## src/saa_pkg.sv

```systemverilog
// ----------------------------------------------------------------------------
// saa_pkg - shared types and codes for the shelf atlas allocator
// Request/result payloads, status codes and controller-to-datapath commands.
// ----------------------------------------------------------------------------
package saa_pkg;

  localparam int PAGES_DEF       = 32;
  localparam int NODES_DEF       = 4096;
  localparam int PAGE_WIDTH_DEF  = 128;
  localparam int PAGE_HEIGHT_DEF = 128;

  localparam logic [1:0] MODE_ALLOC = 2'd0;
  localparam logic [1:0] MODE_FREE  = 2'd1;
  localparam logic [1:0] MODE_FLUSH = 2'd2;
  localparam logic [1:0] MODE_NOP   = 2'd3;

  localparam logic [2:0] ST_OK         = 3'd0;
  localparam logic [2:0] ST_POOL_EMPTY = 3'd1;
  localparam logic [2:0] ST_NO_SPACE   = 3'd2;
  localparam logic [2:0] ST_BAD_SIZE   = 3'd3;
  localparam logic [2:0] ST_BAD_HANDLE = 3'd4;

  typedef struct packed {
    logic [1:0]  mode;
    logic [7:0]  req_width;
    logic [7:0]  req_height;
    logic [11:0] free_handle;
  } req_t;

  typedef struct packed {
    logic [11:0] handle;
    logic [4:0]  page;
    logic [6:0]  col;
    logic [6:0]  row;
    logic [2:0]  status;
  } res_t;

  typedef logic [5:0] op_t;

  localparam op_t OP_NOP        = 6'd0;
  localparam op_t OP_LATCH      = 6'd1;
  localparam op_t OP_SWEEP_INIT = 6'd2;
  localparam op_t OP_SWEEP      = 6'd3;
  localparam op_t OP_SET_STAT   = 6'd4;
  localparam op_t OP_PUSH       = 6'd5;
  localparam op_t OP_RD_PAGE    = 6'd6;
  localparam op_t OP_LD_ROW     = 6'd7;
  localparam op_t OP_RD_RBELOW  = 6'd8;
  localparam op_t OP_RD_WRIGHT  = 6'd9;
  localparam op_t OP_RD_WBELOW  = 6'd10;
  localparam op_t OP_LD_W       = 6'd11;
  localparam op_t OP_LD_O       = 6'd12;
  localparam op_t OP_INC_PG     = 6'd13;
  localparam op_t OP_CLR_PG     = 6'd14;
  localparam op_t OP_RD_FH      = 6'd15;
  localparam op_t OP_TAKE       = 6'd16;
  localparam op_t OP_WR_SPLITW  = 6'd17;
  localparam op_t OP_WR_SPLITH  = 6'd18;
  localparam op_t OP_RD_PA      = 6'd19;
  localparam op_t OP_WR_PATCH   = 6'd20;
  localparam op_t OP_FIN_ALLOC  = 6'd21;
  localparam op_t OP_RD_HANDLE  = 6'd22;
  localparam op_t OP_CLR_USED   = 6'd23;
  localparam op_t OP_RD_O_RIGHT = 6'd24;
  localparam op_t OP_RD_O_LEFT  = 6'd25;
  localparam op_t OP_RD_O_BELOW = 6'd26;
  localparam op_t OP_RD_O_ABOVE = 6'd27;
  localparam op_t OP_MERGE_R    = 6'd28;
  localparam op_t OP_MERGE_L    = 6'd29;
  localparam op_t OP_MERGE_B    = 6'd30;
  localparam op_t OP_MERGE_U    = 6'd31;
  localparam op_t OP_WR_W       = 6'd32;

  typedef struct packed {
    op_t        op;
    logic [2:0] stat;
  } cmd_t;

  typedef struct packed {
    logic [1:0] mode;
    logic       size_bad;
    logic       handle_bad;
    logic       sc_last;
    logic       pg_last;
    logic       fh_nil;
    logic       out_free;
    logic       p1_hmatch;
    logic       w_fit1;
    logic       w_w_gt;
    logic       w_h_gt;
    logic       p2_fit;
    logic       w_used;
    logic       w_right_nil;
    logic       w_left_nil;
    logic       w_below_nil;
    logic       w_above_nil;
    logic       r_below_nil;
    logic       o_used;
    logic       o_right_nil;
    logic       o_below_nil;
    logic       rq_link_nil;
  } sts_t;

endpackage

```

## src/saa_ctrl.sv

```systemverilog
// ----------------------------------------------------------------------------
// saa_ctrl - allocator sequencer
// Walks pages, rows and blocks, and steps splits, merges and pool sweeps.
// ----------------------------------------------------------------------------
module saa_ctrl (
  input  logic          clk,
  input  logic          rst,
  input  logic          in_valid,
  output logic          in_ready,
  input  saa_pkg::sts_t sts,
  output saa_pkg::cmd_t cmd
);
  import saa_pkg::*;

  localparam logic [5:0] S_IDLE     = 6'd0;
  localparam logic [5:0] S_DISP     = 6'd1;
  localparam logic [5:0] S_SWEEP    = 6'd2;
  localparam logic [5:0] S_P1_PAGE  = 6'd3;
  localparam logic [5:0] S_P1_ROW   = 6'd4;
  localparam logic [5:0] S_P1_BLK   = 6'd5;
  localparam logic [5:0] S_P1_BLKLD = 6'd6;
  localparam logic [5:0] S_SW_TAKE  = 6'd7;
  localparam logic [5:0] S_SW_WR    = 6'd8;
  localparam logic [5:0] S_FIN      = 6'd9;
  localparam logic [5:0] S_P2_PAGE  = 6'd10;
  localparam logic [5:0] S_P2_ROW   = 6'd11;
  localparam logic [5:0] S_P2_CHK   = 6'd12;
  localparam logic [5:0] S_P2_CNT   = 6'd13;
  localparam logic [5:0] S_HS_TAKE  = 6'd14;
  localparam logic [5:0] S_HS_WR    = 6'd15;
  localparam logic [5:0] S_HS_AFTER = 6'd16;
  localparam logic [5:0] S_PT_RD    = 6'd17;
  localparam logic [5:0] S_PT_WR    = 6'd18;
  localparam logic [5:0] S_F_LD     = 6'd19;
  localparam logic [5:0] S_F_CHK    = 6'd20;
  localparam logic [5:0] S_F_R      = 6'd21;
  localparam logic [5:0] S_F_R2     = 6'd22;
  localparam logic [5:0] S_F_R3     = 6'd23;
  localparam logic [5:0] S_F_L      = 6'd24;
  localparam logic [5:0] S_F_L2     = 6'd25;
  localparam logic [5:0] S_F_L3     = 6'd26;
  localparam logic [5:0] S_F_V      = 6'd27;
  localparam logic [5:0] S_F_B2     = 6'd28;
  localparam logic [5:0] S_F_B3     = 6'd29;
  localparam logic [5:0] S_F_U      = 6'd30;
  localparam logic [5:0] S_F_U2     = 6'd31;
  localparam logic [5:0] S_F_U3     = 6'd32;
  localparam logic [5:0] S_F_END    = 6'd33;
  localparam logic [5:0] S_DONE     = 6'd34;

  logic [5:0] state, state_next, ret, ret_next;
  logic       flushing, flushing_next;

  always_comb begin
    state_next    = state;
    ret_next      = ret;
    flushing_next = flushing;
    cmd.op        = OP_NOP;
    cmd.stat      = ST_OK;
    case (state)
      S_IDLE: if (in_valid) begin
        cmd.op = OP_LATCH; state_next = S_DISP;
      end
      S_DISP: begin
        case (sts.mode)
          MODE_ALLOC: begin
            if (sts.size_bad) begin
              cmd.op = OP_SET_STAT; cmd.stat = ST_BAD_SIZE; state_next = S_DONE;
            end else begin
              state_next = S_P1_PAGE;
            end
          end
          MODE_FREE: begin
            if (sts.handle_bad) begin
              cmd.op = OP_SET_STAT; cmd.stat = ST_BAD_HANDLE; state_next = S_DONE;
            end else begin
              cmd.op = OP_RD_HANDLE; state_next = S_F_LD;
            end
          end
          MODE_FLUSH: begin
            cmd.op = OP_SWEEP_INIT; flushing_next = 1'b1; state_next = S_SWEEP;
          end
          default: state_next = S_DONE;
        endcase
      end
      S_SWEEP: begin
        cmd.op = OP_SWEEP;
        if (sts.sc_last) begin
          state_next    = flushing ? S_DONE : S_IDLE;
          flushing_next = 1'b0;
        end
      end
      S_P1_PAGE: begin cmd.op = OP_RD_PAGE; state_next = S_P1_ROW; end
      S_P1_ROW:  begin cmd.op = OP_LD_ROW;  state_next = S_P1_BLK; end
      S_P1_BLK: begin
        if (!sts.p1_hmatch || (!sts.w_fit1 && sts.w_right_nil)) begin
          if (!sts.r_below_nil) begin
            cmd.op = OP_RD_RBELOW; state_next = S_P1_ROW;
          end else if (sts.pg_last) begin
            cmd.op = OP_CLR_PG; state_next = S_P2_PAGE;
          end else begin
            cmd.op = OP_INC_PG; state_next = S_P1_PAGE;
          end
        end else if (sts.w_fit1) begin
          if (!sts.w_w_gt) begin
            cmd.op = OP_FIN_ALLOC; state_next = S_DONE;
          end else if (sts.fh_nil) begin
            cmd.op = OP_SET_STAT; cmd.stat = ST_POOL_EMPTY; state_next = S_DONE;
          end else begin
            cmd.op = OP_RD_FH; state_next = S_SW_TAKE;
          end
        end else begin
          cmd.op = OP_RD_WRIGHT; state_next = S_P1_BLKLD;
        end
      end
      S_P1_BLKLD: begin cmd.op = OP_LD_W; state_next = S_P1_BLK; end
      S_SW_TAKE:  begin cmd.op = OP_TAKE; state_next = S_SW_WR; end
      S_SW_WR: begin
        cmd.op = OP_WR_SPLITW;
        if (sts.w_right_nil) begin
          state_next = S_FIN;
        end else begin
          ret_next = S_FIN; state_next = S_PT_RD;
        end
      end
      S_FIN:     begin cmd.op = OP_FIN_ALLOC; state_next = S_DONE; end
      S_P2_PAGE: begin cmd.op = OP_RD_PAGE; state_next = S_P2_ROW; end
      S_P2_ROW:  begin cmd.op = OP_LD_ROW;  state_next = S_P2_CHK; end
      S_P2_CHK: begin
        if (!sts.p2_fit) begin
          if (!sts.w_below_nil) begin
            cmd.op = OP_RD_WBELOW; state_next = S_P2_ROW;
          end else if (sts.pg_last) begin
            cmd.op = OP_SET_STAT; cmd.stat = ST_NO_SPACE; state_next = S_DONE;
          end else begin
            cmd.op = OP_INC_PG; state_next = S_P2_PAGE;
          end
        end else if (!sts.w_h_gt && !sts.w_w_gt) begin
          cmd.op = OP_FIN_ALLOC; state_next = S_DONE;
        end else if (sts.fh_nil) begin
          cmd.op = OP_SET_STAT; cmd.stat = ST_POOL_EMPTY; state_next = S_DONE;
        end else begin
          cmd.op = OP_RD_FH;
          if (sts.w_h_gt && sts.w_w_gt) state_next = S_P2_CNT;
          else if (sts.w_h_gt)          state_next = S_HS_TAKE;
          else                          state_next = S_SW_TAKE;
        end
      end
      S_P2_CNT: begin
        if (sts.rq_link_nil) begin
          cmd.op = OP_SET_STAT; cmd.stat = ST_POOL_EMPTY; state_next = S_DONE;
        end else begin
          cmd.op = OP_TAKE; state_next = S_HS_WR;
        end
      end
      S_HS_TAKE: begin cmd.op = OP_TAKE; state_next = S_HS_WR; end
      S_HS_WR: begin
        cmd.op = OP_WR_SPLITH;
        if (sts.w_below_nil) begin
          state_next = S_HS_AFTER;
        end else begin
          ret_next = S_HS_AFTER; state_next = S_PT_RD;
        end
      end
      S_HS_AFTER: begin
        if (sts.w_w_gt) begin
          cmd.op = OP_RD_FH; state_next = S_SW_TAKE;
        end else begin
          cmd.op = OP_FIN_ALLOC; state_next = S_DONE;
        end
      end
      S_PT_RD: begin cmd.op = OP_RD_PA;    state_next = S_PT_WR; end
      S_PT_WR: begin cmd.op = OP_WR_PATCH; state_next = ret; end
      S_F_LD:  begin cmd.op = OP_LD_W;     state_next = S_F_CHK; end
      S_F_CHK: begin
        if (!sts.w_used) begin
          cmd.op = OP_SET_STAT; cmd.stat = ST_BAD_HANDLE; state_next = S_DONE;
        end else begin
          cmd.op = OP_CLR_USED; state_next = S_F_R;
        end
      end
      S_F_R: begin
        if (sts.w_right_nil) begin
          state_next = S_F_L;
        end else begin
          cmd.op = OP_RD_O_RIGHT; state_next = S_F_R2;
        end
      end
      S_F_R2: begin cmd.op = OP_LD_O; state_next = S_F_R3; end
      S_F_R3: begin
        if (sts.o_used) begin
          state_next = S_F_L;
        end else begin
          cmd.op = OP_MERGE_R;
          if (sts.o_right_nil) state_next = S_F_L;
          else begin ret_next = S_F_L; state_next = S_PT_RD; end
        end
      end
      S_F_L: begin
        if (sts.w_left_nil) begin
          state_next = S_F_V;
        end else begin
          cmd.op = OP_RD_O_LEFT; state_next = S_F_L2;
        end
      end
      S_F_L2: begin cmd.op = OP_LD_O; state_next = S_F_L3; end
      S_F_L3: begin
        if (sts.o_used) begin
          state_next = S_F_V;
        end else begin
          cmd.op = OP_MERGE_L;
          if (sts.w_right_nil) state_next = S_F_V;
          else begin ret_next = S_F_V; state_next = S_PT_RD; end
        end
      end
      S_F_V: begin
        if (!sts.w_left_nil || !sts.w_right_nil) begin
          state_next = S_F_END;
        end else if (sts.w_below_nil) begin
          state_next = S_F_U;
        end else begin
          cmd.op = OP_RD_O_BELOW; state_next = S_F_B2;
        end
      end
      S_F_B2: begin cmd.op = OP_LD_O; state_next = S_F_B3; end
      S_F_B3: begin
        if (!sts.o_right_nil || sts.o_used) begin
          state_next = S_F_U;
        end else begin
          cmd.op = OP_MERGE_B;
          if (sts.o_below_nil) state_next = S_F_U;
          else begin ret_next = S_F_U; state_next = S_PT_RD; end
        end
      end
      S_F_U: begin
        if (sts.w_above_nil) begin
          state_next = S_F_END;
        end else begin
          cmd.op = OP_RD_O_ABOVE; state_next = S_F_U2;
        end
      end
      S_F_U2: begin cmd.op = OP_LD_O; state_next = S_F_U3; end
      S_F_U3: begin
        if (!sts.o_right_nil || sts.o_used) begin
          state_next = S_F_END;
        end else begin
          cmd.op = OP_MERGE_U;
          if (sts.w_below_nil) state_next = S_F_END;
          else begin ret_next = S_F_END; state_next = S_PT_RD; end
        end
      end
      S_F_END: begin cmd.op = OP_WR_W; state_next = S_DONE; end
      S_DONE: if (sts.out_free) begin
        cmd.op = OP_PUSH; state_next = S_IDLE;
      end
      default: state_next = S_IDLE;
    endcase
  end

  always_ff @(posedge clk) begin
    if (rst) begin
      state    <= S_SWEEP;
      ret      <= S_IDLE;
      flushing <= 1'b0;
    end else begin
      state    <= state_next;
      ret      <= ret_next;
      flushing <= flushing_next;
    end
  end

  assign in_ready = state == S_IDLE;

endmodule

```

## config.mk

```make
export PLATFORM = sky130hd
export DESIGN_NAME = saa_ctrl
export DESIGN_NICKNAME = d
export VERILOG_FILES = /design/src/saa_pkg.sv /design/src/saa_ctrl.sv
export SDC_FILE = /design/constraint.sdc
export NUM_CORES = 1
export LEC_CHECK = 0
export BUFFER_PORTS_ARGS = -buffer_cell sky130_fd_sc_hd__buf_2
export CAP_MARGIN = 30
export CORE_AREA = 8 8 83 85
export CTS_BUF_LIST = sky130_fd_sc_hd__clkbuf_8
export DETAILED_ROUTE_END_ITERATION = 8
export DIE_AREA = 0 0 91 93
export GPL_TIMING_DRIVEN = 0
export HOLD_SLACK_MARGIN = 0.03
export PLACE_DENSITY = 0.69
export RECOVER_POWER = 25
export SYNTH_ARGS = -nofsm -noshare
export SYNTH_HDL_FRONTEND = slang
export SYNTH_SLANG_ARGS = --single-unit
```

## constraint.sdc

```tcl
create_clock -name clk -period 5.9 [get_ports clk]
set_clock_uncertainty 0.1 [all_clocks]
set_input_delay 0.885 -clock clk [delete_from_list [all_inputs] [get_ports clk]]
set_output_delay 0.885 -clock clk [all_outputs]
set_load 0.02 [all_outputs]
```

==> flow_summary.ini <==
[outcome]
outcome = completed

[layout]
area_delta_synth_final_pct = 12.96
n_antenna_cell = 0
mostFrequentLayoutCells = buf_2, nor2_1, nand2_1
drive_gt1_share_pct = 14.59
multiInputGateArea_um2 = 1719
final.fill_count = 653
nets = 397
ff_latch_area_um2 = 260.3
final_common_cell = buf_2
final_area_um2 = 2410

[sta]
slew_viol_final = 0
setup_viol = 0
fin_crit_sh_pct = 62.54
period_minus_slack_ps = 3690
fmax_ghz = 0.2710
slew_headroom_pct = 53.63
tns_ps = 0
tightestPinTransition_ps = 678.0
final-hold-violation-count = 0
rsz0062_at_grt = false

[synthesis]
avgSynthCellArea_um2 = 6.368
synth_ff_type = dfxtp_1
ys_seq_area_share_pct = 12.20
synth_edf_count = 0
syn-num-nets = 361
syn_area_um2 = 2133
ys_async_sr_fraction_pct = 0
yosysUniqueCellTypes = 63
netlist_instances = 335
synth_warnings = 0
ys_ff_latch = 13

[die]
num_rows = 28
die_x_um = 91
coreArea_um2 = 5675
dieArea_um2 = 8463
die_y_um = 93
initial_core_util_pct = 37.59
io_pins = 36

[critical_path]
critPathTopFamily = compound AO/OA/AOI/OAI gates
end_kind = output pin
cp_cell_sequence = buf_2 -> and2_1 -> clkbuf_1 -> nand2_1 -> a2111oi_0 -> a311oi_1 -> and3_1 -> o2111ai_1 -> buf_2
cp_max_fo = 10
cp_data_required_time_ps = 4910
crit_buf_inv = 3
cp_data_arrival_time_ps = 2700
crit_path_top_delay_cell = a2111oi_0
cp_common_cell = buf_2
cp-start-kind = register
slowest_delay_ps = 640
crit_type = reg2out

[flow_run]
maxCapViolCount = 0

[clock_network]
clockBufferDepth = 2
ctsResizeCount = 0
cts_hold_buf = 0
cts_setup_buffers = 0
clkTransAtPathRegs_ps = 50
cts_tree = built
root_buffer = clkbuf_8
cts_made_buffers = 3
h-tree-depth = 1
cts.sinks = 13
insertion_delay_ps = 230

[pwr]
p_per_area_nw_per_um2 = 281.9
switching_share_pct = 55.59
p_sw_uw = 377.7
clkPwrFrac_pct = 10.7
vdd.ir_drop.worst_mv = 0.1631
internal-power_uw = 301.7
cellLeakagePower_nw = 0.8767
comb_power_share_pct = 73.4
p_seq_share_pct = 15.9

[worst_hold_path]
hold_path_class = reg2reg

[route]
drt-total-wl_um = 9833
dr.pass1.iters = 5
ant_nets = 0
viasPerCell = 6.546
route.detailed.drc = 0
drtIter0Drc = 407
vias = 2913
wl_per_cell_um = 22.10

[grt]
gr-total-overflow = 0
grt_max_degree = 11
antenna_found_initial = 0
grt_pass1_wl_um = 14950
grtUsageTotal_pct = 22.14
first_global_vias = 2684

[placed_design]
port_buffers = 31
placed_area_um2 = 2382
place_congestion = 1.018
dp_hpwl_um = 7815
[power by group through the flow]
| stage | Sequential [mW] | Combinational (mW) | Clock (mW) |
|---|---|---|---|
| after CTS | 0.108 | 0.485 | 0.0758 |
| after global placement | 0.109 | 0.491 | 0 |
| after detailed placement | 0.110 | 0.484 | 0 |
| after floorplan | 0.106 | 0.335 | 0 |
| after global routing | 0.110 | 0.534 | 0.0794 |
| final | 0.108 | 0.499 | 0.0729 |
[state kept, by name, summed over array words and instances (netlist names)]
name,count
flushing,1
ret,6
state,6
[synthesized netlist by cell type, types with 5 or more instances]
master / count / share of area [%]
a31oi_1: 9 / 2.6
buf_2: 14 / 3.3
dfxtp_1: 13 / 12
nand2_1: 32 / 5.6
clkbuf_1: 11 / 1.9
nor2_1: 37 / 6.5
nor4_1: 13 / 3.8
and2_1: 5 / 1.5
o32ai_1: 5 / 2.1
a21oi_1: 27 / 6.3
o211ai_1: 5 / 1.8
nor2b_1: 12 / 3.5
o21ai_0: 21 / 4.9
nand3_1: 15 / 3.5
nor3_1: 17 / 4.0
nand2b_1: 15 / 4.4
[cell families after synthesis]
family	synth area share [%]
muxes	2.405
xor gates and xnor gates	0.8213
and+or+nand+nor	44.11
AOI/OAI and AO/OA	33.96
DFF	12.20
buffers and inverters	6.510
[tightest hold or removal path, cell delays in order, from the launching register on]
cell	delay (ps)
dfxtp_1	310
nand2_1	50
a21oi_1	50
[final timing paths]
check / from / end / slack, ps / depth (start not counted)
setup reg to reg: state[1] / state[1] / 3190 / 7
setup / recovery: state[3] / cmd[7] / 2210 / 9
hold / removal: flushing / flushing / 360 / 2
hold reg to reg: flushing / flushing / 360 / 2
[per-layer routing]
| metal | vias to the layer above | wire length, um | global-route usage, % |
|---|---|---|---|
| met5 | - | 0 | 0 |
| met4 | 0 | 448 | 11.60 |
| met3 | 28 | 901 | 3.365 |
| met2 | 171 | 4461 | 34.58 |
| met1 | 1383 | 4022 | 28.85 |
| li1 | 1331 | - | - |
[stage by stage]
step / std cells / util, % / power, mW / setup slack, ps / hold slack [ps]
6_report: 445 / 42.46 / 0.6794 / 2210 / 360.8
5_1_grt: 445 / 42.46 / 0.7229 / 1971 / 388.0
4_1_cts: 445 / 42.77 / 0.6682 / 2293 / 361.5
3_5_place_dp: 441 / 41.98 / 0.5935 / 2346 / 353.0
3_3_place_gp: 441 / 41.98 / 0.5993 / 2311 / 346.7
2_1_floorplan: 335 / - / 0.4412 / 2850 / 332.2
[cell type report]
class,count,share of cell area (%)
timing repair buffer,31,6.386
buffer,28,5.088
inverter,4,0.6231
tap,75,3.894
clock buffer,3,1.713
clock inverter,1,0.1558
multi-input combinational,290,71.34
sequential,13,10.80
Power figures use the tool's default switching activity.
